$ cat src/rtl/bplb_pkg.sv
// Shared types and codes for the battery / power LED blink policy block.
// No dependencies; used by the config registers, policy logic and top level.
`timescale 1ns / 1ps

package bplb_pkg;

    // Item action codes
    localparam logic [1:0] ACT_TICK      = 2'd0;
    localparam logic [1:0] ACT_BAT_WRITE = 2'd1;
    localparam logic [1:0] ACT_PWR_WRITE = 2'd2;

    // Chipset state codes
    localparam logic [1:0] CHIP_OFF     = 2'd0;
    localparam logic [1:0] CHIP_ON      = 2'd1;
    localparam logic [1:0] CHIP_SUSPEND = 2'd2;
    localparam logic [1:0] CHIP_OTHER   = 2'd3;

    // Charge state codes
    localparam logic [2:0] CHG_CHARGE    = 3'd0;
    localparam logic [2:0] CHG_DISCHARGE = 3'd1;
    localparam logic [2:0] CHG_ERROR     = 3'd2;
    localparam logic [2:0] CHG_NEAR_FULL = 3'd3;
    localparam logic [2:0] CHG_IDLE      = 3'd4;
    localparam logic [2:0] CHG_OTHER     = 3'd5;

    // Configuration register indexes
    localparam int unsigned CFG_IDX_W = 3;
    localparam logic [CFG_IDX_W-1:0] REG_AUTO_POWER    = 3'd0;
    localparam logic [CFG_IDX_W-1:0] REG_AUTO_BATTERY  = 3'd1;
    localparam logic [CFG_IDX_W-1:0] REG_BAT_ACT_LOW   = 3'd2;
    localparam logic [CFG_IDX_W-1:0] REG_PWR_ACT_LOW   = 3'd3;
    localparam logic [CFG_IDX_W-1:0] REG_PWR_EXTERNAL  = 3'd4;
    localparam logic [CFG_IDX_W-1:0] REG_CRIT_PERCENT  = 3'd5;
    localparam logic [CFG_IDX_W-1:0] REG_LOW_PERCENT   = 3'd6;

    localparam int unsigned PCT_W = 7;
    localparam logic [PCT_W-1:0] CRIT_PERCENT_RST = 7'd3;
    localparam logic [PCT_W-1:0] LOW_PERCENT_RST  = 7'd10;

    // Configuration as seen by the policy logic
    typedef struct packed {
        logic             auto_power;
        logic             auto_battery;
        logic             bat_active_low;
        logic             pwr_active_low;
        logic             pwr_external;
        logic [PCT_W-1:0] crit_percent;
        logic [PCT_W-1:0] low_percent;
    } t_cfg;

    // One registered input item
    typedef struct packed {
        logic [1:0]       action;
        logic [1:0]       chipset_state;
        logic [2:0]       chg_state;
        logic [PCT_W-1:0] charge_percent;
        logic             force_idle;
        logic             lid_open;
        logic             red_on;
        logic             green_on;
        logic             power_on;
    } t_item;

    // LED state: phase counters and pin levels (after polarity)
    typedef struct packed {
        logic [1:0] power_phase;
        logic [1:0] battery_phase;
        logic       red_level;
        logic       green_level;
        logic       power_level;
    } t_led_state;

endpackage

$ cat src/rtl/battery_power_led_blink_policy_core.sv
// Top level of the battery / power LED blink policy block: input register,
// LED state register (which is also the result register) and assertions.
// Depends on bplb_pkg, bplb_cfg_regs and bplb_policy.
`timescale 1ns / 1ps
//
//  Channel   Direction  Handshake                 Payload
//  input     in         i_in_valid / o_in_ready   action, chipset, charge, percent, flags
//  result    out        o_out_valid / i_out_ready bat_red_pin, bat_green_pin, power_pin
//  config    in         i_cfg_valid / o_cfg_ready i_cfg_index, i_cfg_data
//
//  An item is registered in the input register on acceptance and its result in the LED state register;
//  one item per cycle is sustained while results are taken, set by the single policy stage.
//  Reset clears the phases, puts all pins at the off level and loads register defaults.
//  A stalled result holds the policy stage; the input register still takes one
//  item, so input ready only drops when both stages are full.

module battery_power_led_blink_policy_core (
    input  logic                           i_clk,
    input  logic                           i_rst_n,
    // input items
    input  logic                           i_in_valid,
    output logic                           o_in_ready,
    input  logic [1:0]                     i_action,
    input  logic [1:0]                     i_chipset_state,
    input  logic [2:0]                     i_chg_state,
    input  logic [bplb_pkg::PCT_W-1:0]     i_charge_percent,
    input  logic                           i_force_idle,
    input  logic                           i_lid_open,
    input  logic                           i_red_on,
    input  logic                           i_green_on,
    input  logic                           i_power_on,
    // result items
    output logic                           o_out_valid,
    input  logic                           i_out_ready,
    output logic                           o_bat_red_pin,
    output logic                           o_bat_green_pin,
    output logic                           o_power_pin,
    // configuration writes
    input  logic                           i_cfg_valid,
    output logic                           o_cfg_ready,
    input  logic [bplb_pkg::CFG_IDX_W-1:0] i_cfg_index,
    input  logic [bplb_pkg::PCT_W-1:0]     i_cfg_data
);

    bplb_pkg::t_cfg       w_cfg;
    bplb_pkg::t_item      r_item;
    bplb_pkg::t_led_state r_state;
    bplb_pkg::t_led_state n_state;
    logic                 r_in_valid;
    logic                 r_out_valid;
    logic                 w_advance;

    bplb_cfg_regs u_cfg (
        .i_clk       (i_clk),
        .i_rst_n     (i_rst_n),
        .i_cfg_valid (i_cfg_valid),
        .o_cfg_ready (o_cfg_ready),
        .i_cfg_index (i_cfg_index),
        .i_cfg_data  (i_cfg_data),
        .o_cfg       (w_cfg)
    );

    bplb_policy u_policy (
        .i_cfg   (w_cfg),
        .i_item  (r_item),
        .i_state (r_state),
        .o_state (n_state)
    );

    // Pipeline control: the policy stage moves when it holds an item and the result slot is free or being taken
    assign w_advance  = r_in_valid & (~r_out_valid | i_out_ready);
    assign o_in_ready = ~r_in_valid | w_advance;

    // Input register
    always_ff @(posedge i_clk) begin
        if (!i_rst_n) begin
            r_in_valid <= 1'b0;
        end else if (o_in_ready) begin
            r_in_valid <= i_in_valid;
        end
    end

    always_ff @(posedge i_clk) begin
        if (i_in_valid && o_in_ready) begin
            r_item.action         <= i_action;
            r_item.chipset_state  <= i_chipset_state;
            r_item.chg_state      <= i_chg_state;
            r_item.charge_percent <= i_charge_percent;
            r_item.force_idle     <= i_force_idle;
            r_item.lid_open       <= i_lid_open;
            r_item.red_on         <= i_red_on;
            r_item.green_on       <= i_green_on;
            r_item.power_on       <= i_power_on;
        end
    end

    // LED state; its pin levels are the result of the last item
    always_ff @(posedge i_clk) begin
        if (!i_rst_n) begin
            r_state <= '0;
        end else if (w_advance) begin
            r_state <= n_state;
        end
    end

    // Result valid flag
    always_ff @(posedge i_clk) begin
        if (!i_rst_n) begin
            r_out_valid <= 1'b0;
        end else if (w_advance) begin
            r_out_valid <= 1'b1;
        end else if (i_out_ready) begin
            r_out_valid <= 1'b0;
        end
    end

    assign o_out_valid     = r_out_valid;
    assign o_bat_red_pin   = r_state.red_level;
    assign o_bat_green_pin = r_state.green_level;
    assign o_power_pin     = r_state.power_level;

    // Manual writes never move the phase counters
    a_manual_keeps_phase: assert property (@(posedge i_clk) disable iff (!i_rst_n)
        (w_advance && r_item.action != bplb_pkg::ACT_TICK)
        |=> ($stable(r_state.power_phase) && $stable(r_state.battery_phase)))
        else $error("phase changed on a non-tick item");

    // Power LED under manual control keeps its phase on ticks
    a_manual_power_phase: assert property (@(posedge i_clk) disable iff (!i_rst_n)
        (w_advance && !w_cfg.auto_power) |=> $stable(r_state.power_phase))
        else $error("power phase moved with automatic control off");

    // A processed item always leaves a result waiting
    a_result_follows: assert property (@(posedge i_clk) disable iff (!i_rst_n)
        w_advance |=> r_out_valid)
        else $error("result lost after policy stage");

    // State only changes when an item moves through the policy stage
    a_state_only_on_advance: assert property (@(posedge i_clk) disable iff (!i_rst_n)
        !w_advance |=> $stable(r_state))
        else $error("LED state changed without an item");

endmodule

$ cat src/rtl/bplb_cfg_regs.sv
// Configuration register file for the LED blink policy block.
// Depends on bplb_pkg for register indexes, reset values and t_cfg.
`timescale 1ns / 1ps

module bplb_cfg_regs (
    input  logic                           i_clk,
    input  logic                           i_rst_n,
    input  logic                           i_cfg_valid,
    output logic                           o_cfg_ready,
    input  logic [bplb_pkg::CFG_IDX_W-1:0] i_cfg_index,
    input  logic [bplb_pkg::PCT_W-1:0]     i_cfg_data,
    output bplb_pkg::t_cfg                 o_cfg
);

    bplb_pkg::t_cfg r_cfg;
    bplb_pkg::t_cfg n_cfg;

    // Writes are always taken
    assign o_cfg_ready = 1'b1;
    assign o_cfg       = r_cfg;

    // Register decode; unknown indexes are ignored
    always_comb begin
        n_cfg = r_cfg;
        if (i_cfg_valid) begin
            unique case (i_cfg_index)
                bplb_pkg::REG_AUTO_POWER:   n_cfg.auto_power     = i_cfg_data[0];
                bplb_pkg::REG_AUTO_BATTERY: n_cfg.auto_battery   = i_cfg_data[0];
                bplb_pkg::REG_BAT_ACT_LOW:  n_cfg.bat_active_low = i_cfg_data[0];
                bplb_pkg::REG_PWR_ACT_LOW:  n_cfg.pwr_active_low = i_cfg_data[0];
                bplb_pkg::REG_PWR_EXTERNAL: n_cfg.pwr_external   = i_cfg_data[0];
                bplb_pkg::REG_CRIT_PERCENT: n_cfg.crit_percent   = i_cfg_data;
                bplb_pkg::REG_LOW_PERCENT:  n_cfg.low_percent    = i_cfg_data;
                default: ;
            endcase
        end
    end

    always_ff @(posedge i_clk) begin
        if (!i_rst_n) begin
            r_cfg.auto_power     <= 1'b1;
            r_cfg.auto_battery   <= 1'b1;
            r_cfg.bat_active_low <= 1'b0;
            r_cfg.pwr_active_low <= 1'b0;
            r_cfg.pwr_external   <= 1'b0;
            r_cfg.crit_percent   <= bplb_pkg::CRIT_PERCENT_RST;
            r_cfg.low_percent    <= bplb_pkg::LOW_PERCENT_RST;
        end else begin
            r_cfg <= n_cfg;
        end
    end

endmodule

$ cat src/rtl/bplb_policy.sv
// Next-state logic of the LED policy: phase advance, colour choice and polarity.
// Depends on bplb_pkg for codes and the t_cfg, t_item and t_led_state types.
`timescale 1ns / 1ps

module bplb_policy (
    input  bplb_pkg::t_cfg       i_cfg,
    input  bplb_pkg::t_item      i_item,
    input  bplb_pkg::t_led_state i_state,
    output bplb_pkg::t_led_state o_state
);

    logic       w_tick;
    logic       w_shown;
    logic [1:0] w_pwr_phase;
    logic [1:0] w_bat_phase;
    logic       w_bat_amber_crit;
    logic       w_bat_amber_low;

    assign w_tick      = (i_item.action == bplb_pkg::ACT_TICK);
    assign w_shown     = i_cfg.pwr_external | i_item.lid_open;
    assign w_pwr_phase = i_state.power_phase + 2'd1;
    assign w_bat_phase = i_state.battery_phase + 2'd1;

    // Blink lit conditions, from the advanced phase
    assign w_bat_amber_crit = ~w_bat_phase[0];
    assign w_bat_amber_low  = (w_bat_phase == 2'd0);

    always_comb begin
        o_state = i_state;

        // Power LED
        if (w_tick && i_cfg.auto_power) begin
            o_state.power_phase = w_pwr_phase;
            case (i_item.chipset_state)
                bplb_pkg::CHIP_OFF:
                    o_state.power_level = i_cfg.pwr_active_low;
                bplb_pkg::CHIP_ON:
                    o_state.power_level = w_shown ^ i_cfg.pwr_active_low;
                bplb_pkg::CHIP_SUSPEND:
                    o_state.power_level = ((w_pwr_phase == 2'd0) & w_shown)
                                          ^ i_cfg.pwr_active_low;
                default: ;  // transitional: hold the pin
            endcase
        end else if (i_item.action == bplb_pkg::ACT_PWR_WRITE) begin
            o_state.power_level = i_item.power_on ^ i_cfg.pwr_active_low;
        end

        // Battery LED
        if (w_tick && i_cfg.auto_battery) begin
            o_state.battery_phase = w_bat_phase;
            case (i_item.chg_state)
                bplb_pkg::CHG_CHARGE: begin
                    o_state.red_level   = ~i_cfg.bat_active_low;
                    o_state.green_level = ~i_cfg.bat_active_low;
                end
                bplb_pkg::CHG_DISCHARGE: begin
                    if (i_item.charge_percent < i_cfg.crit_percent) begin
                        o_state.red_level   = w_bat_amber_crit ^ i_cfg.bat_active_low;
                        o_state.green_level = w_bat_amber_crit ^ i_cfg.bat_active_low;
                    end else if (i_item.charge_percent < i_cfg.low_percent) begin
                        o_state.red_level   = w_bat_amber_low ^ i_cfg.bat_active_low;
                        o_state.green_level = w_bat_amber_low ^ i_cfg.bat_active_low;
                    end else begin
                        o_state.red_level   = i_cfg.bat_active_low;
                        o_state.green_level = i_cfg.bat_active_low;
                    end
                end
                bplb_pkg::CHG_ERROR: begin
                    o_state.red_level   = w_bat_amber_crit ^ i_cfg.bat_active_low;
                    o_state.green_level = i_cfg.bat_active_low;
                end
                bplb_pkg::CHG_NEAR_FULL: begin
                    o_state.red_level   = i_cfg.bat_active_low;
                    o_state.green_level = ~i_cfg.bat_active_low;
                end
                bplb_pkg::CHG_IDLE: begin
                    // forced idle alternates amber and green with the battery phase
                    o_state.red_level   = (i_item.force_idle & ~w_bat_phase[1])
                                          ^ i_cfg.bat_active_low;
                    o_state.green_level = ~i_cfg.bat_active_low;
                end
                default: ;  // other charge states: hold the pins
            endcase
        end else if (i_item.action == bplb_pkg::ACT_BAT_WRITE) begin
            o_state.red_level   = i_item.red_on   ^ i_cfg.bat_active_low;
            o_state.green_level = i_item.green_on ^ i_cfg.bat_active_low;
        end
    end

endmodule
$ cat config.mk
export PLATFORM = sky130hd
export DESIGN_NAME = battery_power_led_blink_policy_core
export DESIGN_NICKNAME = d
export VERILOG_FILES = /design/src/rtl/bplb_pkg.sv /design/src/rtl/battery_power_led_blink_policy_core.sv /design/src/rtl/bplb_cfg_regs.sv /design/src/rtl/bplb_policy.sv
export SDC_FILE = /design/constraint.sdc
export NUM_CORES = 1
export LEC_CHECK = 0
export BUFFER_PORTS_ARGS = -buffer_cell sky130_fd_sc_hd__clkbuf_2
export CELL_PAD_IN_SITES_DETAIL_PLACEMENT = 0
export CELL_PAD_IN_SITES_GLOBAL_PLACEMENT = 1
export CORE_ASPECT_RATIO = 1.25
export CORE_MARGIN = 2
export CORE_UTILIZATION = 40
export CTS_CLUSTER_SIZE = 25
export DETAILED_ROUTE_END_ITERATION = 10
export GPL_TIMING_DRIVEN = 0
export MAX_ROUTING_LAYER = met4
export PLACE_DENSITY_LB_ADDON = 0.1
export SYNTH_ARGS = -nofsm -noshare
export SYNTH_HDL_FRONTEND = slang
export SYNTH_SLANG_ARGS = --single-unit
$ cat constraint.sdc
create_clock -name i_clk -period 3.4 [get_ports i_clk]
set_clock_uncertainty 0.15 [all_clocks]
set_input_delay 0.51 -clock i_clk [delete_from_list [all_inputs] [get_ports i_clk]]
set_output_delay 0.51 -clock i_clk [all_outputs]
set_load 0.02 [all_outputs]
==> results of run 1 <==
## layer usage
layer,GRT usage (%),vias to the layer above
met2,27.5,26
li1,-,885
met4,4.63,0
met5,-,-
met1,16.7,732
met3,2.85,2
## how the worst min path moves through the flow
stage,start,endpoint,slack (ps),cells past startpoint
2_1_floorplan,u_cfg.o_cfg[9],u_cfg.o_cfg[9],290,2
3_3_place_gp,u_cfg.o_cfg[4],u_cfg.o_cfg[4],300,2
3_5_place_dp,u_cfg.o_cfg[6],u_cfg.o_cfg[6],310,2
4_1_cts,i_charge_percent[0],r_item[5],220,1
5_1_grt,i_charge_percent[2],r_item[7],220,1
6_report,i_charge_percent[0],r_item[5],230,1
## through the flow
| step | area [um2] | std cells | hold slack, ps | total power [W] |
|---|---|---|---|---|
| floorplan | 2290 | 230 | 293 | 0.000711 |
| global placement | 2560 | 332 | 302 | 0.000756 |
| detailed placement | 2560 | 332 | 310 | 0.000758 |
| CTS | 2650 | 340 | 221 | 0.00108 |
| global route | 2650 | 340 | 219 | 0.00112 |
| finish | 2650 | 340 | 234 | 0.00107 |
## layout by cell type, fill, tap and decap left out, types with 5 or more instances in the layout
cell,n
clkbuf_2,38
a21boi_0,11
nor2_1,16
edfxtp_1,19
dfxtp_1,28
clkbuf_8,5
a21oi_1,14
nand2b_1,5
ha_1,17
o21ai_0,5
inv_1,19
nand2_1,30
mux2i_1,9
## registers in the layout, indices dropped and copies added (netlist names)
name             cells
r_state              4
o_bat_green_pin      1
o_out_valid          1
r_in_valid           1
u_cfg.o_cfg         19
o_power_pin          1
r_item              19
o_bat_red_pin        1
## power by group through the flow
stage	combinational [W]	clock [W]	sequential, W
4_1_cts	0.000121	0.000338	0.000625
5_1_grt	0.000136	0.000359	0.000627
2_1_floorplan	0.0000746	0	0.000637
3_5_place_dp	0.000120	0	0.000638
3_3_place_gp	0.000118	0	0.000638
6_report	0.000118	0.000323	0.000625
## layout make-up
class / count / area [um2] / area share (%)
sequential: 47 / 1130 / 42.7
clock buffer: 5 / 68.8 / 2.60
clock inverter: 3 / 15.0 / 0.567
timing repair buffer: 38 / 190 / 7.19
buffer: 7 / 40.0 / 1.51
multi-input combinational: 157 / 1050 / 39.7
tap: 64 / 80.1 / 3.03
inverter: 19 / 71.3 / 2.70
## cells by family (layout without fill, tap and decap cells)
group	Yosys count	after routing	synth area share, %
simple gates	75	75	15.9
compound gates	49	49	14.2
flops	47	47	49.3
buf+inv	26	72	4.86
fa+ha+maj	17	17	9.28
mux	9	9	3.93
xor+xnor	6	6	2.29
other cells	1	1	0.164
## worst reg2reg max path, delay by kind of cell, from the launching register on
| family | cells | cell delay, ps |
|---|---|---|
| mux | 1 | 190 |
| fa+ha+maj | 1 | 330 |
| flops | 1 | 420 |
| xor+xnor | 1 | 160 |
| compound gates | 5 | 900 |
==> impl_metrics.toml, run 1 <==
[status]
outcome = "completed"

[floorplanning]
height_of_the_die_um = 88.6
io_pins = 40
die_x_um = 71.7
die_area_um2 = 6360
initial_utilization_pct = 41.8
placementRows = 30
floorplan.core_area_um2 = 5480

[sta]
hold_viol = 0
setup_tns_final_ps = 0
grt_setup_unrepaired = "false"
setup_viol = 0
final_min_period_over_clock_period_pct = 66.0
worst_pin_slew_ps = 852
timing.final.max_slew_violations = 0
max_freq_mhz = 445
postLayoutSetupSlackWorst_ps = 1150
slew-limit-headroom_pct = 43.2
final.min_clock_period_ps = 2250

[clocking]
cts_setup_buffers = 0
cts.clk_slew.worst_paths_ps = 90
clock_sinks = 47
clk_latency_ps = 290
postCtsHoldBufs = 0
max-clock-path-buffers = 2
root_buffer_master = "clkbuf_8"
tritoncts = "done"
htree_levels = 2
tritoncts.num_buffers = 5
cts_resized = 0

[power_and_ir_drop]
p_per_area_nw_per_um2 = 403
fraction_of_power_spent_switching_nets_pct = 24.4
power_switching_w = 0.000260
share_seq_of_total_power_pct = 58.6
logic_gate_share_of_total_power_pct = 11.1
ir_worst_vdd_mv = 0.263
clock_share_of_power_pct = 30.3
power.static_leakage_nw = 1.09
cellInternalPower_w = 0.000806

[place]
place_congestion = 0.723
place.port_buffers = 38
dp_slack_ps = 1170
hpwlAfterDp_um = 3340

[logic_synthesis]
fraction_of_registers_with_async_set_or_reset_after_synthesis_pct = 0
ys_seq_elements = 47
synth_warnings = 0
yosysSeqAreaShare_pct = 49.3
synth.cell_area_um2 = 2290
number_of_enable_flip_flop_cells_after_synthesis = 19
synth_cell_type_count = 42
per_instance_average_area_after_synthesis_um2 = 9.97
netlist_instances = 230
ys_top_cells_by_area = "edfxtp_1 (25%), dfxtp_1 (24%), ha_1 (9.3%), nand2_1 (4.9%), mux2i_1 (3.9%)"
post_synth_net_total = 281
synth_ff_type = "dfxtp_1"
post-synth-top-area-fraction_pct = 24.9
yosysTopAreaCell = "edfxtp_1"
post_synth_most_frequent_cells = "nand2_1 (30), dfxtp_1 (28), edfxtp_1 (19), inv_1 (19), ha_1 (17)"
yosysMostFrequentCell = "nand2_1"

[critical_path]
worst_setup_path_end_kind = "flip-flop"
worstPathCellList = "ha_1, a21o_1, a31oi_1, o21ai_1, mux2i_1, xnor2_1, a31oi_1, a211oi_1"
setup.worst_path.end = "o_bat_green_pin"
critPathLaunch = "r_item[7]"
cp_slowest_stage_delay_ps = 420
worstReg2RegEnd = "o_bat_green_pin"
critical_path.slowest_cell = "edfxtp_1"
critPathKind = "flip-flop to flip-flop"
cp.required_ps = 3450
reg2reg_depth = 8
critical_path_depth = 8
crit_path_frequent_cell = "a31oi_1"
regToRegStartpoint = "r_item[7]"
setup.worst_path.start_class = "flip-flop"
cpLargestDelayFamily = "compound AO/OA/AOI/OAI gates"
timing.critical_path.fanout_max = 2
reg2reg_setup_slack_ps = 1150
timing.critical_path.buf_inv = 0
worst-endpoint-arrival_ps = 2300

[route]
route.layer.met1.wl_um = 1920
routed_wire_length_per_instance_um = 12.8
dr.first_iter.drc_count = 79
wl_met2_um = 2250
wirelength_um = 4360
via_count = 1645
ant_nets = 0
topRoutingLayerUsed = "met4"
met3_wirelength_um = 144
number_of_remaining_drc_errors = 0
route.detailed.vias_per_inst = 4.84
detailedRoute.firstPassIterationCount = 2

[min_path]
hp-class = "input port to flip-flop"

[global_routing]
gr-usage-all-layers_pct = 15.1
grt_pass1_wl_um = 7070
grt_pass1_vias = 1573
antenna_found_initial = 0
gr-total-overflow = 0
maximum_number_of_pins_on_one_net_before_global_route_repair = 20

[final_layout]
num_antenna_cells = 0
layout.filler_cells = 553
drive_gt1_share_pct = 20.3
finish.utilization_pct = 48.3
final_net_count = 326
growth_of_design_area_from_synthesis_to_finish_pct = 15.4

[flow_run]
max_cap_viol_count = 0
Note: power is estimated with default switching activity, not from simulation.
==> run 2: changes to the inputs <==
Clock period 3.4 ns to 2.2 ns, I/O delays scaled along.
==> run 2 against run 1 <==
Against the previous run: die area unchanged; fmax is 2.5% higher; global-route usage about the same; setup slack worse by 1100 ps; non-clock buffer count is 1 higher; critical endpoint unchanged; largest cell class is now multi-input gates.
==> impl_metrics.toml, run 2 (synthesis gave the netlist of run 1 again) <==
[route]
routed_wire_length_per_instance_um = 13.4
via_count = 1679
route.detailed.vias_per_inst = 4.92
detailedRoute.firstPassIterationCount = 4
number_of_remaining_drc_errors = 0
ant_nets = 0
dr.first_iter.drc_count = 76
wirelength_um = 4550

[final_layout]
multiInputGateArea_um2 = 1170
layout.filler_cells = 542
num_antenna_cells = 0
area.sequential_um2 = 1130
final_net_count = 327
layout.cells.most_common_list = "clkbuf_2 (38), nand2_1 (30), dfxtp_1 (28)"
finish.utilization_pct = 50.7
drive_gt1_share_pct = 25.3
most_common_cell_after_layout_fill_and_taps_aside = "clkbuf_2"
growth_of_design_area_from_synthesis_to_finish_pct = 21.1

[place]
place.port_buffers = 38
dp_slack_ps = -30.2
place_congestion = 0.723
hpwlAfterDp_um = 3340

[sta]
hold_viol = 0
setup_tns_final_ps = 0
max_freq_mhz = 456
timing.final.max_slew_violations = 0
hold_slack_ps = 54.6
slew-limit-headroom_pct = 43.2
postLayoutSetupSlackWorst_ps = 8.70
final.min_clock_period_ps = 2190
grt_setup_unrepaired = "true"
final_min_period_over_clock_period_pct = 99.6
worst_pin_slew_ps = 852
setup_viol = 0

[critical_path]
cp.required_ps = 2260
worstReg2RegEnd = "o_bat_green_pin"
setup.worst_path.start_class = "flip-flop"
cp_slowest_stage_delay_ps = 460
worst_setup_path_end_kind = "flip-flop"
timing.critical_path.fanout_max = 2
reg2reg_depth = 8
reg2reg_setup_slack_ps = 9
critical_path.slowest_cell = "edfxtp_1"
regToRegStartpoint = "r_item[7]"
worst-endpoint-arrival_ps = 2250
critPathKind = "flip-flop to flip-flop"
worstPathCellList = "ha_4, a21o_1, a31oi_4, o21ai_2, mux2i_1, xnor2_1, a31oi_2, a211oi_2"

[clocking]
htree_levels = 2
cts.clk_slew.worst_paths_ps = 90
root_buffer_master = "clkbuf_8"
clock_sinks = 47
max-clock-path-buffers = 2
tritoncts.num_buffers = 5
clk_latency_ps = 290
tritoncts = "done"

[floorplanning]
io_pins = 40
floorplan.core_area_um2 = 5480
initial_utilization_pct = 41.8
die_area_um2 = 6360
die_x_um = 71.7
placementRows = 30
height_of_the_die_um = 88.6

[min_path]
worst_hold_launch = "i_charge_percent[0]"
hold_path_depth = 1
holdPathEnd = "r_item[5]"
hp-class = "input port to flip-flop"

[power_and_ir_drop]
ir_worst_vdd_mv = 0.406
p_per_area_nw_per_um2 = 603
power.static_leakage_nw = 1.11
sum_of_internal_switching_and_leakage_power_w = 0.00167

[global_routing]
grt_pass1_wl_um = 7080
antenna_found_initial = 0
gr-usage-all-layers_pct = 15.2
gr-total-overflow = 0
maximum_number_of_pins_on_one_net_before_global_route_repair = 20
grt_pass1_vias = 1579

[status]
outcome = "completed"

[flow_run]
max_cap_viol_count = 0
## run 2: cell type report
type | instances | area share, %
Timing Repair Buffer | 39 | 7.26
Inverter | 19 | 2.57
Tap cell | 64 | 2.88
Multi-Input combinational cell | 157 | 42.1
Buffer | 7 | 1.44
Clock buffer | 5 | 2.48
Sequential cell | 47 | 40.7
Clock inverter | 3 | 0.541
## run 2: how the worst max path moves through the flow
stage	startpoint	to	slack, ps	cells past startpoint
CTS	r_item[7]	o_bat_green_pin	20	8
finish	r_item[7]	o_bat_green_pin	9	8
floorplan	r_item[11]	o_bat_green_pin	290	8
global route	r_item[7]	o_bat_green_pin	-70	8
detailed placement	r_item[7]	o_bat_green_pin	-30	8
global placement	r_item[7]	o_bat_green_pin	-60	8
## run 2: critical path, delay by kind of cell (launching register included)
family	cells	cell delay [ps]
fa+ha+maj	1	260
mux	1	130
flops	1	460
xor+xnor	1	270
compound gates	5	860
## run 2: repair_timing
item,CTS,global route
resized for setup,3,15
buffers inserted,1,0
hold buffers,0,0
pin swaps,0,10
setup endpoints to repair,2,2
## run 2: metal layers
metal  up-vias  GRT usage (%)  wire [um]
met1       762           16.8       1910
met3         2           2.85        165
met2        33           27.5       2450
met4         0           4.63         34
met5         -              -          0
li1        882              -          -
## run 2: per-stage QoR
stage	area, um2	cells
2_1_floorplan	2290	230
3_3_place_gp	2560	332
3_5_place_dp	2560	332
4_1_cts	2680	341
5_1_grt	2780	341
6_report	2780	341
## run 2: where the power goes
part / internal [W] / total (W) / switching [W]
clock: 0.000218 / 0.000498 / 0.000280
sequential: 0.000944 / 0.000968 / 0.0000246
combinational: 0.0000989 / 0.000208 / 0.000109
==> run 3: changes to the inputs <==
Settings changed: CORE_ASPECT_RATIO 1.25 to 1.5.
==> run 3 against run 2 <==
Against the previous run: sequential power about the same; non-clock buffer count increased by 1; via count increased by 0.60%; critical path type unchanged; critical endpoint is now o_bat_red_pin.
==> impl_metrics.toml, run 3 (synthesis gave the netlist of run 1 again) <==
[status]
outcome = "completed"

[critical_path]
cp.required_ps = 2260
reg2reg_setup_slack_ps = 110
reg2reg_depth = 8
worst_setup_path_end_kind = "flip-flop"
worstPathCellList = "ha_4, nand4_1, and3_4, o21ai_2, mux2i_1, xnor2_1, a31oi_1, a211oi_1"
critical_path.slowest_cell = "edfxtp_1"
worstReg2RegEnd = "o_bat_red_pin"
regToRegStartpoint = "r_item[9]"
setup.worst_path.start_class = "flip-flop"
cpLargestDelayFamily = "flip-flops"
timing.critical_path.buf_inv = 0
cp_slowest_stage_delay_ps = 480
worst-endpoint-arrival_ps = 2150
critPathKind = "flip-flop to flip-flop"
timing.critical_path.fanout_max = 2

[sta]
final_min_period_over_clock_period_pct = 95.1
hold_slack_ps = 57.0
hold_viol = 0
final.min_clock_period_ps = 2090
grt_setup_unrepaired = "true"
setup_viol = 0
worst_pin_slew_ps = 894
postLayoutSetupSlackWorst_ps = 108
timing.final.max_slew_violations = 0
slew-limit-headroom_pct = 40.4
max_freq_mhz = 478

[clocking]
clock_sinks = 47
tritoncts.num_buffers = 5
cts.clk_slew.worst_paths_ps = 90
root_buffer_master = "clkbuf_8"
clk_latency_ps = 290
max-clock-path-buffers = 2
htree_levels = 2
tritoncts = "done"

[floorplanning]
die_area_um2 = 6360
placementRows = 33
io_pins = 40
die_x_um = 65.8
initial_utilization_pct = 41.7
height_of_the_die_um = 96.7
floorplan.core_area_um2 = 5490

[min_path]
hp-class = "input port to flip-flop"
worst_hold_launch = "i_charge_percent[4]"
holdPathEnd = "r_item[9]"
hold_path_depth = 1

[place]
hpwlAfterDp_um = 3470
placed_cells = 338
place.port_buffers = 38
dp_slack_ps = -80.0
place_congestion = 0.754
placement.cell_area_um2 = 2570

[route]
route.detailed.vias_per_inst = 4.85
wirelength_um = 4680
ant_nets = 0
dr.first_iter.drc_count = 32
number_of_remaining_drc_errors = 0
routed_wire_length_per_instance_um = 13.4
detailedRoute.firstPassIterationCount = 4
via_count = 1689

[power_and_ir_drop]
ir_worst_vdd_mv = 0.336
power.static_leakage_nw = 1.11
sum_of_internal_switching_and_leakage_power_w = 0.00168
p_per_area_nw_per_um2 = 602

[final_layout]
num_antenna_cells = 0
design_area_um2 = 2780
layout.filler_cells = 555
layout.cells.most_common_list = "clkbuf_2 (38), nand2_1 (30), dfxtp_1 (28)"
final_net_count = 328
post_route_insts_no_fill = 348
drive_gt1_share_pct = 25.2
growth_of_design_area_from_synthesis_to_finish_pct = 21.5
most_common_cell_after_layout_fill_and_taps_aside = "clkbuf_2"

[global_routing]
maximum_number_of_pins_on_one_net_before_global_route_repair = 20
grt_pass1_vias = 1638
gr-total-overflow = 0
grt_pass1_wl_um = 7740
antenna_found_initial = 0
gr-usage-all-layers_pct = 16.4

[flow_run]
max_cap_viol_count = 0
==> run 3: cell count changes in the layout (fill, tap and decap cells not counted), moves of 2 or more <==
cell / before / now
a211oi_1: 0 / 2
a211oi_2: 3 / 1
buf_4: 1 / 3
clkbuf_1: 3 / 5
clkinv_2: 3 / 1
nor2_1: 16 / 14
nor2_2: 0 / 2
==> run 3: area by class of cell <==
class / instances / area, um2 / area share [%]
clock inverter: 1 / 5.00 / 0.180
tap: 70 / 87.6 / 3.15
buffer: 7 / 40.0 / 1.44
clock buffer: 7 / 76.3 / 2.74
multi-input combinational: 157 / 1170 / 41.9
inverter: 19 / 71.3 / 2.56
sequential: 47 / 1130 / 40.6
timing repair buffer: 40 / 205 / 7.37
==> run 3: power by group <==
part / leakage [nW] / switching (W) / internal, W
logic: 0.650 / 0.000109 / 0.000102
clock network: 0.0422 / 0.000274 / 0.000223
registers: 0.413 / 0.0000246 / 0.000943
total: 1.11 / 0.000408 / 0.00127
==> run 3: how the worst max path moves through the flow <==
stage	from	endpoint	depth (start not counted)	slack, ps
2_1_floorplan	r_item[11]	o_bat_green_pin	8	290
3_3_place_gp	r_item[7]	o_bat_green_pin	8	-40
3_5_place_dp	r_item[7]	o_bat_green_pin	8	-80
4_1_cts	r_item[7]	o_bat_green_pin	8	5
5_1_grt	r_item[11]	o_bat_red_pin	8	-30
6_report	r_item[9]	o_bat_red_pin	8	110
==> run 3: layer usage <==
metal  share of wire (%)  GRT usage, %
met1                  42          18.9
met2                  53          28.0
met3                 3.3          3.84
met4                 1.5          4.33
met5                   0             -
==> run 3: repair_timing <==
action                                 4_1_cts  5_1_grt
setup endpoints to repair                    2        2
hold buffers                                 0        0
pin swaps                                    0       12
resized for setup                            2       14
endpoints found under the hold margin        0        0
buffers inserted                             1        1
==> run 3: through the flow <==
stage / utilization [%] / TNS (ps)
3_5_place_dp: 46.8 / -131
6_report: 50.7 / 0
4_1_cts: 48.7 / 0
3_3_place_gp: 46.8 / -70.2
2_1_floorplan: - / 0
5_1_grt: 50.7 / -32.1
